**config.mk**
```make
export PLATFORM = sky130hd
export DESIGN_NAME = gregorian_date_arithmetic
export DESIGN_NICKNAME = d
export VERILOG_FILES = /design/src/sv/gda_pkg.sv /design/src/sv/gregorian_date_arithmetic.sv /design/src/sv/gda_alu.sv
export SDC_FILE = /design/constraint.sdc
export NUM_CORES = 1
export LEC_CHECK = 0
export BUFFER_PORTS_ARGS = -buffer_cell sky130_fd_sc_hd__buf_2
export CELL_PAD_IN_SITES_DETAIL_PLACEMENT = 0
export CELL_PAD_IN_SITES_GLOBAL_PLACEMENT = 1
export CORE_UTILIZATION = 45
export CTS_BUF_LIST = sky130_fd_sc_hd__clkbuf_2
export DETAILED_ROUTE_END_ITERATION = 10
export GPL_ROUTABILITY_DRIVEN = 0
export PLACE_DENSITY = 0.87
export SLEW_MARGIN = 20
export SYNTH_ARGS = -nofsm -noshare
export SYNTH_HDL_FRONTEND = slang
export SYNTH_SLANG_ARGS = --single-unit
export TNS_END_PERCENT = 30
```
**constraint.sdc**
```tcl
create_clock -name clock -period 6.95 [get_ports clock]
set_input_delay 0.695 -clock clock [delete_from_list [all_inputs] [get_ports clock]]
set_output_delay 0.695 -clock clock [all_outputs]
set_load 0.005 [all_outputs]
```
**src/sv/gda_pkg.sv**
```systemverilog
// shared widths, calendar constants, month table and arithmetic unit types for date arithmetic
`timescale 1ns / 1ps

package gda_pkg;

   // field widths
   localparam int DayW     = 6;
   localparam int MonW     = 4;
   localparam int YearW    = 14;
   localparam int OffW     = 23;
   localparam int MonLenW  = 5;

   // accumulator holds serial day numbers plus or minus an offset
   localparam int AccW     = 25;

   // default upper year limit for add results
   localparam int MaxYearDefault = 9999;

   // action codes
   localparam logic ActAdd  = 1'b0;
   localparam logic ActDiff = 1'b1;

   // days in whole blocks of years
   localparam logic signed [AccW-1:0] Days400 = AccW'(146097);
   localparam logic signed [AccW-1:0] Days100 = AccW'(36524);
   localparam logic signed [AccW-1:0] Days4   = AccW'(1461);
   localparam logic signed [AccW-1:0] Days1   = AccW'(365);

   // year counts of those blocks
   localparam logic [YearW-1:0] Years400 = YearW'(400);
   localparam logic [YearW-1:0] Years100 = YearW'(100);
   localparam logic [YearW-1:0] Years4   = YearW'(4);
   localparam logic [YearW-1:0] Years1   = YearW'(1);

   localparam logic [MonW-1:0] MonthLast = MonW'(12);

   // operands for the shared arithmetic unit
   typedef struct packed {
      logic signed [AccW-1:0] a;
      logic signed [AccW-1:0] b;
      logic [YearW-1:0]       ctr;
      logic [YearW-1:0]       step;
      logic                   ctr_sub;
   } alu_in_type;

   // results of the shared arithmetic unit
   typedef struct packed {
      logic signed [AccW-1:0] sum;
      logic                   neg;
      logic [YearW-1:0]       ctr_sum;
      logic                   ctr_ge;
   } alu_out_type;

   // days in a month, zero for a month code outside 1..12
   function automatic logic [MonLenW-1:0] month_len(input logic leap, input logic [MonW-1:0] m);
      logic [MonLenW-1:0] len;
      case (m)
         4'd1, 4'd3, 4'd5, 4'd7, 4'd8, 4'd10, 4'd12: len = MonLenW'(31);
         4'd4, 4'd6, 4'd9, 4'd11:                    len = MonLenW'(30);
         4'd2:                                       len = leap ? MonLenW'(29) : MonLenW'(28);
         default:                                    len = '0;
      endcase
      return len;
   endfunction

endpackage

```
**src/sv/gregorian_date_arithmetic.sv**
```systemverilog
// gregorian date add and difference with a sequenced shared arithmetic unit
//
//   channel | direction | handshake              | contents
//   req     | in        | req_valid / req_ready  | action, two dates, day offset
//   rsp     | out       | rsp_valid / rsp_ready  | shifted date, day count, flags
//
// a transaction runs from acceptance to the output register through the year
// decomposition loops (400-year blocks dominate, then 4-year blocks), run once
// per input date and once more for an add result, each through the one adder;
// a date that fails the plain range checks skips its loops.
// req_ready is high only while the sequencer is idle; a finished result moves to
// the output register when it is free or being drained, else the sequencer waits.
// reset is synchronous and clears the sequencer and rsp_valid.
`timescale 1ns / 1ps

module gregorian_date_arithmetic import gda_pkg::*; #(
   parameter int MAX_YEAR = MaxYearDefault
) (
   input  logic                   clock,
   input  logic                   reset,
   input  logic                   req_valid,
   output logic                   req_ready,
   input  logic                   req_action,
   input  logic [DayW-1:0]        req_first_day,
   input  logic [MonW-1:0]        req_first_month,
   input  logic [YearW-1:0]       req_first_year,
   input  logic [DayW-1:0]        req_second_day,
   input  logic [MonW-1:0]        req_second_month,
   input  logic [YearW-1:0]       req_second_year,
   input  logic signed [OffW-1:0] req_day_offset,
   output logic                   rsp_valid,
   input  logic                   rsp_ready,
   output logic [DayW-1:0]        rsp_result_day,
   output logic [MonW-1:0]        rsp_result_month,
   output logic [YearW-1:0]       rsp_result_year,
   output logic                   rsp_result_valid,
   output logic signed [OffW-1:0] rsp_day_count,
   output logic                   rsp_first_valid,
   output logic                   rsp_second_valid,
   output logic                   rsp_first_less,
   output logic                   rsp_dates_equal
);

   // serial number of 31-12-MAX_YEAR
   localparam int LastSerialInt =
      MAX_YEAR * 365 + MAX_YEAR / 4 - MAX_YEAR / 100 + MAX_YEAR / 400 - 1;
   localparam logic signed [AccW-1:0] LastSerial = AccW'(LastSerialInt);
   localparam logic signed [AccW-1:0] SatHi = AccW'(2 ** (OffW - 1) - 1);
   localparam logic signed [AccW-1:0] SatLo = -AccW'(2 ** (OffW - 1));

   typedef enum logic [4:0] {
      S_IDLE, S_START, S_Y400, S_Y100, S_Y4, S_Y1, S_CHECK, S_MON, S_FIN,
      S_ACT, S_RANGE, S_D400, S_D100, S_D4, S_D1, S_DMON, S_DONE
   } state_type;

   state_type              state_ff;
   logic                   sel_ff;
   logic                   action_ff;
   logic [DayW-1:0]        fd_ff, sd_ff;
   logic [MonW-1:0]        fm_ff, sm_ff;
   logic [YearW-1:0]       fy_ff, sy_ff;
   logic signed [OffW-1:0] off_ff;
   logic signed [AccW-1:0] acc_ff;
   logic signed [AccW-1:0] ser_a_ff;
   logic [YearW-1:0]       ctr_ff;
   logic [MonW-1:0]        mon_ff;
   logic [1:0]             n1_ff;
   logic [1:0]             n100_ff;
   logic [4:0]             n4_ff;
   logic                   f400_ff, f100_ff, leap_ff;
   logic                   fv_ff, sv_ff, rv_ff;
   logic [DayW-1:0]        res_day_ff;
   logic [MonW-1:0]        res_month_ff;
   logic [YearW-1:0]       res_year_ff;

   logic                   rsp_valid_ff;
   logic [DayW-1:0]        rsp_result_day_ff;
   logic [MonW-1:0]        rsp_result_month_ff;
   logic [YearW-1:0]       rsp_result_year_ff;
   logic                   rsp_result_valid_ff;
   logic signed [OffW-1:0] rsp_day_count_ff;
   logic                   rsp_first_valid_ff;
   logic                   rsp_second_valid_ff;
   logic                   rsp_first_less_ff;
   logic                   rsp_dates_equal_ff;

   alu_in_type             alu_in;
   alu_out_type            alu_out;

   logic [DayW-1:0]        cur_d;
   logic [MonW-1:0]        cur_m;
   logic [YearW-1:0]       cur_y;
   logic                   range_ok;
   logic                   day_fits;
   logic [MonLenW-1:0]     mon_len;
   logic                   date_done;
   logic signed [AccW-1:0] count_sat;

   gda_alu u_alu (
      .alu_in  (alu_in),
      .alu_out (alu_out)
   );

   // date under evaluation and its plain range checks
   always_comb begin
      cur_d    = sel_ff ? sd_ff : fd_ff;
      cur_m    = sel_ff ? sm_ff : fm_ff;
      cur_y    = sel_ff ? sy_ff : fy_ff;
      range_ok = (cur_d != '0) && (cur_d <= DayW'(31)) && (cur_m != '0)
                 && (cur_m <= MonthLast) && (cur_y != '0);
      day_fits = (cur_d <= {1'b0, month_len(leap_ff, cur_m)});
      mon_len  = month_len(leap_ff, mon_ff);
      date_done = ((state_ff == S_START) && !range_ok)
                  || ((state_ff == S_CHECK) && !day_fits)
                  || (state_ff == S_FIN);
   end

   // operand selection for the shared unit
   always_comb begin
      alu_in.a       = acc_ff;
      alu_in.b       = '0;
      alu_in.ctr     = ctr_ff;
      alu_in.step    = Years1;
      alu_in.ctr_sub = 1'b0;
      case (state_ff)
         S_Y400: begin
            alu_in.b = Days400; alu_in.step = Years400; alu_in.ctr_sub = 1'b1;
         end
         S_Y100: begin
            alu_in.b = Days100; alu_in.step = Years100; alu_in.ctr_sub = 1'b1;
         end
         S_Y4: begin
            alu_in.b = Days4; alu_in.step = Years4; alu_in.ctr_sub = 1'b1;
         end
         S_Y1: begin
            alu_in.b = Days1; alu_in.step = Years1; alu_in.ctr_sub = 1'b1;
         end
         S_MON: alu_in.b = {{(AccW-MonLenW){1'b0}}, mon_len};
         S_FIN: alu_in.b = {{(AccW-DayW){1'b0}}, cur_d} - AccW'(1);
         S_ACT: begin
            if (action_ff == ActDiff) begin
               alu_in.b = -ser_a_ff;
            end else begin
               alu_in.a = ser_a_ff;
               alu_in.b = {{(AccW-OffW){off_ff[OffW-1]}}, off_ff};
            end
         end
         S_D400: begin
            alu_in.b = -Days400; alu_in.step = Years400;
         end
         S_D100: begin
            alu_in.b = -Days100; alu_in.step = Years100;
         end
         S_D4: begin
            alu_in.b = -Days4; alu_in.step = Years4;
         end
         S_D1: begin
            alu_in.b = -Days1; alu_in.step = Years1;
         end
         S_DMON: alu_in.b = -{{(AccW-MonLenW){1'b0}}, mon_len};
         default: alu_in.b = '0;
      endcase
   end

   // day count clamped to the output range
   always_comb begin
      if (acc_ff > SatHi) begin
         count_sat = SatHi;
      end else if (acc_ff < SatLo) begin
         count_sat = SatLo;
      end else begin
         count_sat = acc_ff;
      end
   end

   // sequencer, working registers and output register
   always_ff @(posedge clock) begin
      if (reset) begin
         state_ff     <= S_IDLE;
         rsp_valid_ff <= 1'b0;
      end else begin
         if (rsp_valid_ff && rsp_ready && (state_ff != S_DONE)) begin
            rsp_valid_ff <= 1'b0;
         end
         case (state_ff)
            S_IDLE: begin
               if (req_valid) begin
                  action_ff <= req_action;
                  fd_ff     <= req_first_day;
                  fm_ff     <= req_first_month;
                  fy_ff     <= req_first_year;
                  sd_ff     <= req_second_day;
                  sm_ff     <= req_second_month;
                  sy_ff     <= req_second_year;
                  off_ff    <= req_day_offset;
                  sel_ff    <= 1'b0;
                  rv_ff     <= 1'b0;
                  state_ff  <= S_START;
               end
            end
            S_START: begin
               if (range_ok) begin
                  ctr_ff   <= cur_y - YearW'(1);
                  acc_ff   <= '0;
                  state_ff <= S_Y400;
               end
            end
            // split year-1 into 400, 100, 4 and 1 year blocks
            S_Y400: begin
               if (alu_out.ctr_ge) begin
                  ctr_ff <= alu_out.ctr_sum;
                  acc_ff <= alu_out.sum;
               end else begin
                  f400_ff  <= (ctr_ff == YearW'(399));
                  state_ff <= S_Y100;
               end
            end
            S_Y100: begin
               if (alu_out.ctr_ge) begin
                  ctr_ff <= alu_out.ctr_sum;
                  acc_ff <= alu_out.sum;
               end else begin
                  f100_ff  <= (ctr_ff == YearW'(99));
                  state_ff <= S_Y4;
               end
            end
            S_Y4: begin
               if (alu_out.ctr_ge) begin
                  ctr_ff <= alu_out.ctr_sum;
                  acc_ff <= alu_out.sum;
               end else begin
                  leap_ff  <= (ctr_ff == YearW'(3)) && (!f100_ff || f400_ff);
                  state_ff <= S_Y1;
               end
            end
            S_Y1: begin
               if (alu_out.ctr_ge) begin
                  ctr_ff <= alu_out.ctr_sum;
                  acc_ff <= alu_out.sum;
               end else begin
                  state_ff <= S_CHECK;
               end
            end
            S_CHECK: begin
               if (day_fits) begin
                  mon_ff   <= MonW'(1);
                  state_ff <= S_MON;
               end
            end
            // add whole months before the current one
            S_MON: begin
               if (mon_ff < cur_m) begin
                  acc_ff <= alu_out.sum;
                  mon_ff <= mon_ff + MonW'(1);
               end else begin
                  state_ff <= S_FIN;
               end
            end
            S_FIN: begin
               acc_ff <= alu_out.sum;
            end
            S_ACT: begin
               if (action_ff == ActDiff) begin
                  if (fv_ff && sv_ff) begin
                     acc_ff <= alu_out.sum;
                  end
                  state_ff <= S_DONE;
               end else if (fv_ff) begin
                  acc_ff   <= alu_out.sum;
                  state_ff <= S_RANGE;
               end else begin
                  state_ff <= S_DONE;
               end
            end
            S_RANGE: begin
               if (!acc_ff[AccW-1] && (acc_ff <= LastSerial)) begin
                  ctr_ff   <= '0;
                  n100_ff  <= '0;
                  n4_ff    <= '0;
                  n1_ff    <= '0;
                  state_ff <= S_D400;
               end else begin
                  state_ff <= S_DONE;
               end
            end
            // peel blocks of days off the serial number, building year-1
            S_D400: begin
               if (!alu_out.neg) begin
                  acc_ff <= alu_out.sum;
                  ctr_ff <= alu_out.ctr_sum;
               end else begin
                  state_ff <= S_D100;
               end
            end
            S_D100: begin
               if ((n100_ff != 2'd3) && !alu_out.neg) begin
                  acc_ff  <= alu_out.sum;
                  ctr_ff  <= alu_out.ctr_sum;
                  n100_ff <= n100_ff + 2'd1;
               end else begin
                  state_ff <= S_D4;
               end
            end
            S_D4: begin
               if (!alu_out.neg) begin
                  acc_ff <= alu_out.sum;
                  ctr_ff <= alu_out.ctr_sum;
                  n4_ff  <= n4_ff + 5'd1;
               end else begin
                  state_ff <= S_D1;
               end
            end
            S_D1: begin
               if ((n1_ff != 2'd3) && !alu_out.neg) begin
                  acc_ff <= alu_out.sum;
                  ctr_ff <= alu_out.ctr_sum;
                  n1_ff  <= n1_ff + 2'd1;
               end else begin
                  leap_ff  <= (n1_ff == 2'd3) && ((n4_ff != 5'd24) || (n100_ff == 2'd3));
                  mon_ff   <= MonW'(1);
                  state_ff <= S_DMON;
               end
            end
            S_DMON: begin
               if ((mon_ff < MonthLast) && !alu_out.neg) begin
                  acc_ff <= alu_out.sum;
                  mon_ff <= mon_ff + MonW'(1);
               end else begin
                  res_day_ff   <= acc_ff[DayW-1:0] + DayW'(1);
                  res_month_ff <= mon_ff;
                  res_year_ff  <= ctr_ff + YearW'(1);
                  rv_ff        <= 1'b1;
                  state_ff     <= S_DONE;
               end
            end
            // hand the transaction to the output register once it is free or being drained
            S_DONE: begin
               if (!rsp_valid_ff || rsp_ready) begin
                  rsp_result_day_ff   <= rv_ff ? res_day_ff : fd_ff;
                  rsp_result_month_ff <= rv_ff ? res_month_ff : fm_ff;
                  rsp_result_year_ff  <= rv_ff ? res_year_ff : fy_ff;
                  rsp_result_valid_ff <= rv_ff;
                  rsp_day_count_ff    <= ((action_ff == ActDiff) && fv_ff && sv_ff) ?
                                         count_sat[OffW-1:0] : '0;
                  rsp_first_valid_ff  <= fv_ff;
                  rsp_second_valid_ff <= sv_ff;
                  rsp_first_less_ff   <= fv_ff && sv_ff &&
                                         ({fy_ff, fm_ff, fd_ff} < {sy_ff, sm_ff, sd_ff});
                  rsp_dates_equal_ff  <= (!fv_ff && !sv_ff) ||
                                         ({fy_ff, fm_ff, fd_ff} == {sy_ff, sm_ff, sd_ff});
                  rsp_valid_ff        <= 1'b1;
                  state_ff            <= S_IDLE;
               end
            end
            default: state_ff <= S_IDLE;
         endcase
         // a date is finished: keep the first, move on after the second
         if (date_done) begin
            if (sel_ff) begin
               sv_ff    <= (state_ff == S_FIN);
               state_ff <= S_ACT;
            end else begin
               fv_ff    <= (state_ff == S_FIN);
               ser_a_ff <= alu_out.sum;
               sel_ff   <= 1'b1;
               state_ff <= S_START;
            end
         end
      end
   end

   assign req_ready        = (state_ff == S_IDLE);
   assign rsp_valid        = rsp_valid_ff;
   assign rsp_result_day   = rsp_result_day_ff;
   assign rsp_result_month = rsp_result_month_ff;
   assign rsp_result_year  = rsp_result_year_ff;
   assign rsp_result_valid = rsp_result_valid_ff;
   assign rsp_day_count    = rsp_day_count_ff;
   assign rsp_first_valid  = rsp_first_valid_ff;
   assign rsp_second_valid = rsp_second_valid_ff;
   assign rsp_first_less   = rsp_first_less_ff;
   assign rsp_dates_equal  = rsp_dates_equal_ff;

`ifndef SYNTHESIS
   // a shifted date only comes from a valid first date
   assert property (@(posedge clock) disable iff (reset)
      (rsp_valid && rsp_result_valid) |-> rsp_first_valid)
      else $error("result valid without a valid first date");

   // a shifted date stays inside the supported years
   assert property (@(posedge clock) disable iff (reset)
      (rsp_valid && rsp_result_valid) |->
         ((rsp_result_year != '0) && (rsp_result_year <= YearW'(MAX_YEAR))))
      else $error("shifted year out of range");

   // a nonzero day count needs both dates valid
   assert property (@(posedge clock) disable iff (reset)
      (rsp_valid && (rsp_day_count != '0)) |-> (rsp_first_valid && rsp_second_valid))
      else $error("day count from an invalid date");

   // earlier and equal exclude each other
   assert property (@(posedge clock) disable iff (reset)
      rsp_valid |-> !(rsp_first_less && rsp_dates_equal))
      else $error("first_less and dates_equal both set");

   // the sequencer is busy right after taking a transaction
   assert property (@(posedge clock) disable iff (reset)
      (req_valid && req_ready) |=> !req_ready)
      else $error("ready right after accepting a transaction");
`endif

endmodule

```
**src/sv/gda_alu.sv**
```systemverilog
// shared accumulator adder and year counter used by the arithmetic sequencer steps
`timescale 1ns / 1ps

module gda_alu import gda_pkg::*; (
   input  alu_in_type  alu_in,
   output alu_out_type alu_out
);

   // accumulator add, sign doubles as the compare result for subtract steps
   always_comb begin
      alu_out.sum     = alu_in.a + alu_in.b;
      alu_out.neg     = alu_out.sum[AccW-1];
      alu_out.ctr_sum = alu_in.ctr_sub ? (alu_in.ctr - alu_in.step) : (alu_in.ctr + alu_in.step);
      alu_out.ctr_ge  = (alu_in.ctr >= alu_in.step);
   end

endmodule

```
======== After elaboration in Yosys (flattened, before gate mapping) ========
Index checks and enable logic that the tools add are counted.
Widths: inputs -> output; s select.
operators by class
  add/subtract/negate cells ............... 13
  $mul .................................... 0
  divide/modulo/power cells ............... 0
  $lt $le $gt $ge ......................... 10
  equal/unequal tests ..................... 81
  shifts and indexed selects .............. 0
  multiplexer cells ....................... 82
  bitwise operators ....................... 5
  reduce and logical (&&, ||, !) cells .... 71
operators by type and width
  kind                  count
  $mux 25               13
  $pmux 25 s12          1
  $pmux 25 s9           1
  $mux 14               9
  $mux 5                20
  $pmux 5 s17           1
  $pmux 14 s6           1
  $ne 3x3->1 const B    15
  $eq 4x4->1 const B    10
  $eq 5x4->1 const B    8
  $eq 4x3->1 const B    8
  $ne 2x2->1 const B    16
  $pmux 5 s3            2
  $mux 4                7
  $pmux 9 s3            1
  $add 25x25->25        1
  $gt 25x23->1 const B  1
  $le 25x23->1 const B  1
  $lt 25x23->1 const B  1
  $neg 25->25           1
  $neg 5->25            1
  $eq 24x24->1          1
  $lt 24x24->1          1
  $mux 23               1
  other kinds (55)      140
storage, ports and cells
  register bits ........................... 238
  latch bits .............................. 0
  bits in writable memories ............... 0
  ROM bits ................................ 0
  input bits .............................. 76
  output and inout bits ................... 54
  logic and storage cells ................. 299
  memories ................................ 0

======== Longest topological paths before layout ========
  word-level depth ........................ 12
  depth in mapped cells ................... 21
  mapped depth without buffers ............ 20

======== By module ========
Synthesis repeated with hierarchy kept, for this count alone.
unflattened totals
  cells, all modules ...................... 1367
  area total of the unflattened synthesis .. 14888.0 µm²
by module, submodules not included
  module                     times used  cells an instance  area an instance (µm²)  seq. area each (µm²)
  gregorian_date_arithmetic  1           1025               12381.9                 7086.8
  gda_alu                    1           342                2506.2                  0.0

======== Least setup slack after synthesis ========
OpenSTA, ideal clock, no wires.
  kind .................................... register -> register
  from .................................... register sel_ff
  to ...................................... register res_day_ff[0], enable pin
  setup time .............................. 0.442 ns
  data arrival time ....................... 6.028 ns
  data required time ...................... 6.508 ns
  path slack .............................. 0.480 ns
  cell stages (with the launch flop) ...... 20
  path buffers ............................ 5
  period minus slack after synthesis ...... 6.470 ns
  path through ............................ edfxtp_1 > clkbuf_1 > buf_4 > buf_2 > buf_1 > mux2i_1 > ha_1 > o21ai_1 > nor4_1 > nor2_1 > o221ai_1 > ha_1 > a21o_1 > a2111oi_0 > a22oi_1 > o211ai_1 > nand2_1 > xor2_1 > buf_4 > a211oi_1
on the way
  word-level cells in the longest chain between the ends .. 8
RTL lines
  element                     line                              RTL
  start: declaration          gregorian_date_arithmetic.sv:57   logic sel_ff;
  start signal: assignment    gregorian_date_arithmetic.sv:196  sel_ff <= 1'b0;
  start signal: assignment    gregorian_date_arithmetic.sv:365  sel_ff <= 1'b1;
  $mux 6                      gregorian_date_arithmetic.sv:106  cur_d = sel_ff ? sd_ff : fd_ff;
  $sub 6x1->7                 gregorian_date_arithmetic.sv:139  S_FIN: alu_in.b = {{(AccW-DayW){1'b0}}, cur_d} - AccW'(1);
  $pmux 25 s12                gregorian_date_arithmetic.sv:125  case (state_ff)
  $add 25x25->25              gda_alu.sv:11                     alu_out.sum = alu_in.a + alu_in.b;
  $logic_not 1->1             gregorian_date_arithmetic.sv:325  if ((mon_ff < MonthLast) && !alu_out.neg) begin
  $logic_and 1x1->1           gregorian_date_arithmetic.sv:325
  $not 1->1 (no line)         n/a
  $reduce_and 3->1 (no line)  n/a
  end signal: assignment      gregorian_date_arithmetic.sv:329  res_day_ff <= acc_ff[DayW-1:0] + DayW'(1);
  end: declaration            gregorian_date_arithmetic.sv:72   logic [DayW-1:0] res_day_ff;
Every way passes these cells.
A chain may end at the register's enable or synchronous reset.

======== Worst setup path in the final report ========
  from .................................... register mon_ff[0]
  to ...................................... register acc_ff[13], enable pin
on the way
  word-level cells in the longest chain between the ends .. 10
  elaborated cells on any way between the ends .. 30
  classes of those cells .................. 2 x add/sub; 2 x order compare; 17 x eq/ne; 2 x mux; 7 x reduce/logical
RTL lines
  element                                             line                                                                                                  RTL
  start: declaration                                  gregorian_date_arithmetic.sv:66                                                                       logic [MonW-1:0] mon_ff;
  start signal: assignment                            gregorian_date_arithmetic.sv:246                                                                      mon_ff <= MonW'(1);
  start signal: assignment                            gregorian_date_arithmetic.sv:254                                                                      mon_ff <= mon_ff + MonW'(1);
  start signal: assignment                            gregorian_date_arithmetic.sv:320                                                                      mon_ff <= MonW'(1);
  $eq 4x1->1, or another cell as far along            gda_pkg.sv:57                                                                                         case (m)
  $reduce_or 7->1 or $reduce_or 4->1 (tied branches)  gda_pkg.sv:57
  $pmux 5 s3                                          gda_pkg.sv:57
  $neg 5->25                                          gregorian_date_arithmetic.sv:160                                                                      S_DMON: alu_in.b = -{{(AccW-MonLenW){1'b0}}, mon_len};
  $pmux 25 s12                                        gregorian_date_arithmetic.sv:125
  $add 25x25->25                                      gda_alu.sv:11
  $logic_not 1->1                                     gregorian_date_arithmetic.sv:296, gregorian_date_arithmetic.sv:314, gregorian_date_arithmetic.sv:325
  $logic_and 1x1->1 (on tied branches)                gregorian_date_arithmetic.sv:325, gregorian_date_arithmetic.sv:296, gregorian_date_arithmetic.sv:314
  $ne 2x2->1 (no line)                                n/a
  $reduce_and 11->1 (no line) *                       n/a
  end signal: assignment                              gregorian_date_arithmetic.sv:297                                                                      acc_ff <= alu_out.sum;
  end signal: assignment                              gregorian_date_arithmetic.sv:315                                                                      acc_ff <= alu_out.sum;
  end signal: assignment                              gregorian_date_arithmetic.sv:326                                                                      acc_ff <= alu_out.sum;
  end: declaration                                    gregorian_date_arithmetic.sv:63                                                                       logic signed [AccW-1:0] acc_ff;
Every way passes the cells marked *; elsewhere a longest branch is shown, timed or not.

==> reports/results.txt <==
status: finished, final reports clean
Core Box Area: 31800 sq um
GRT Resource Usage Total: 25.2%
CP max-delay cell: xor2_1
Critical Path End: acc_ff[13]
met1 GRT Util: 34.7%
cts bufs inserted: 66
CP Class: flip-flop to flip-flop
initial antenna violation count: 2
TNS Setup: 0 ns
Synth top cells by count: edfxtp_1 (232), nor2_1 (96), ha_1 (87), nand2_1 (65), inv_1 (62)
synthesized flop and latch total: 238
via/cell ratio: 5.77
Layout fillers: 2769
GR Util met3: 5.45%
WP buf/inv: 1
layout cell share with drive strength beyond 1: 20.9%
clk slew on worst S/H paths: 0.11 ns
pin count of the biggest net entering global routing: 74
Top delay family on crit path: compound AO/OA/AOI/OAI gates
Worst Setup SP: mon_ff[0]
RSZ-0062 raised after global routing: false
Port Buf Inserts: 129
yosys warns: 0
final setup violating endpoints: 0
WL/cell: 20.0 microns
drt pass-1 iters: 6
CP endpoint kind: flip-flop
Most common cell on crit path: o21ai_0
worst-skew pair later-pin latency: 0.94 ns
Hold Path Depth: 2
DP Worst Slack: 0.814 ns
vias in the first global route: 11730
Die Area: 33300 sq um
main area contributors after synthesis: edfxtp_1 (47%), ha_1 (7.4%), mux2_2 (4.1%)
syn_nets: 1501
final wirelength: 41200 microns
share of the synthesized area in the top cell type: 47.5%
Final period util: 91.1%
area leader, netlist: edfxtp_1
EDFF count, synth: 232
Vias: 11865
Fmax: 158 MHz
H-tree level count: 3
CP Data Required Time: 7.46 ns
Startpoint Class: flip-flop
HP Class: input pin to flip-flop
reg2reg end: acc_ff[13]
Design Power: 0.00587 W
Die Wd: 183 microns
Peak VDD IR: 0.000171 V
row count: 65
Area Overhead vs Synth: 17.5%
Die Y: 183 microns
top-count cell post-synth: edfxtp_1
pins over their slew limit: 0
CP Max Fanout: 25
maxcap violations: 0
CTS tree: yes
GRT overflow: 0
clock sink count: 238
FF+latch area: 7090 sq um
Async S/R FF share, synth: 0%
post-CTS sizing: 0
Worst Tran Pin Value: 0.912 ns
clk_skew: 0.0961 ns
Initial Utilization: 46.1%
Most Crowded Layer GR: met2
Synth Cell Area: 14700 sq um
CTS Buffer Depth: 3
min setup slack post-route: 0.615 ns
drt drc: 0
Nets: 1740
synthesized instance count: 1337
Detail Placement HPWL: 28900 microns
first-pass GRT wire length: 64700 microns
fin crit period: 6.33 ns
leak pwr: 6.83 nW
Reg2Reg Depth: 20
Power Dens Cells: 341 nW/um^2
synthesized area per cell: 11.0 sq um
Synth Flop Type: edfxtp_1
critical path arrival: 6.85 ns
clk root buf: clkbuf_2
met2 Usage GRT: 38.8%
CP Depth: 20
worst path cell trace: ha_1 -> or3_4 -> o21ai_0 -> o21ai_0 -> o21ai_0 -> ha_1 -> o21ai_0 -> o21ai_0 -> nor2_1 -> o21ai_0 -> fa_1 -> a211oi_1 -> o31ai_1 -> o311a_1 -> o211ai_1 -> nand2_1 -> xor2_1 -> o221ai_1 -> nor4_4 -> buf_4
Slew HR: 39.1%
final hold violation count: 0
worst r2r src: mon_ff[0]
Detailed Route Iter0 Violations: 1483
multi-input combinational cell area: 7220 sq um
Yosys cell types: 82
Slowest Stage Delay on Critical Path: 0.63 ns
I/O pin count: 130
sequential area share after synthesis: 48.3%
R2R setup slack: 0.62 ns
Post-DRT Antenna Nets: 0
==> cell families (layout without fill, tap and decap cells) <==
family | count (synthesis) | in the layout | share of synthesized area [%]
mux | 95 | 95 | 6.96
fa+ha+maj | 88 | 88 | 7.56
buf+inv | 112 | 394 | 2.94
other cells | 0 | 1 | 0
xor+xnor | 87 | 87 | 5.19
flops | 238 | 238 | 48.3
compound gates | 307 | 307 | 14.0
simple gates | 410 | 410 | 15.0
==> per-layer routing <==
| layer | up-vias | part of all wire (%) |
|---|---|---|
| met5 | - | 0 |
| met4 | 0 | 2.7 |
| met3 | 78 | 8.0 |
| met2 | 527 | 45 |
| met1 | 5681 | 44 |
| li1 | 5579 | - |
==> stage by stage <==
| stage | area, sq um | util [%] | hold slack [ns] | instances |
|---|---|---|---|---|
| 3_3_place_gp | 15900 | 49.9 | 0.529 | 1870 |
| 5_1_grt | 17200 | 54.2 | 0.0960 | 2055 |
| 3_5_place_dp | 15900 | 49.9 | 0.532 | 1870 |
| 4_1_cts | 17200 | 54.1 | 0.0330 | 2053 |
| 2_1_floorplan | 14700 | - | 0.424 | 1337 |
| 6_report | 17200 | 54.2 | 0.157 | 2055 |
==> final cells by class <==
type,count,share of cell area [%]
multi-input cells,987,41.9
flip-flops and latches,238,41.1
repair buffers,220,8.87
well taps,435,3.16
clock buffers,91,2.64
inverters,63,1.37
clock inverters,20,0.929
diodes,1,0.0145
==> worst min-delay path by stage <==
stage	from	to
after global routing	reset	state_ff[3]
after global placement	res_year_ff[12]	rsp_result_year[12]
after floorplan	rv_ff	rsp_result_valid
after detailed placement	res_month_ff[3]	rsp_result_month[3]
after CTS	reset	state_ff[0]
final	reset	state_ff[3]
==> report_power, final <==
part / total [W] / internal (W) / switching [W]
Sequential: 0.00227 / 0.00196 / 0.000310
Clock: 0.00108 / 0.000464 / 0.000614
Combinational: 0.00253 / 0.00102 / 0.00151
==> sequential cells by signal, summed over array words and instances, names as in the netlist, 2 cells and up <==
| signal | count |
|---|---|
| acc_ff | 25 |
| ser_a_ff | 25 |
| off_ff | 23 |
| rsp_day_count | 23 |
| ctr_ff | 14 |
| fy_ff | 14 |
| res_year_ff | 14 |
| rsp_result_year | 14 |
| sy_ff | 14 |
| fd_ff | 6 |
| res_day_ff | 6 |
| rsp_result_day | 6 |
| sd_ff | 6 |
| n4_ff | 5 |
| state_ff | 5 |
| fm_ff | 4 |
| mon_ff | 4 |
| res_month_ff | 4 |
| rsp_result_month | 4 |
| sm_ff | 4 |
| n100_ff | 2 |
| n1_ff | 2 |
==> repair_timing <==
| action | in CTS | in global routing |
|---|---|---|
| hold buffers | 72 | 0 |
| endpoints found under the hold margin | 72 | 0 |
| buffers inserted | 0 | 0 |
==> layout by cell type, fill, tap and decap left out, drive strengths merged, types with 14 or more instances in the layout <==
cell / n
a21o: 19
nor2b: 22
nor2: 96
nand2: 65
a21oi: 61
nor4: 19
dlygate4sd3: 72
or3: 16
nand3: 30
and3: 18
buf: 148
o21ai: 61
xnor2: 48
o21a: 37
clkinv: 14
clkbuf: 91
nand2b: 21
xor2: 39
mux2: 53
and2: 22
ha: 87
edfxtp: 232
nand4: 15
inv: 66
nor3: 45
mux2i: 42
o22ai: 23
Power figures use the tool's default switching activity.
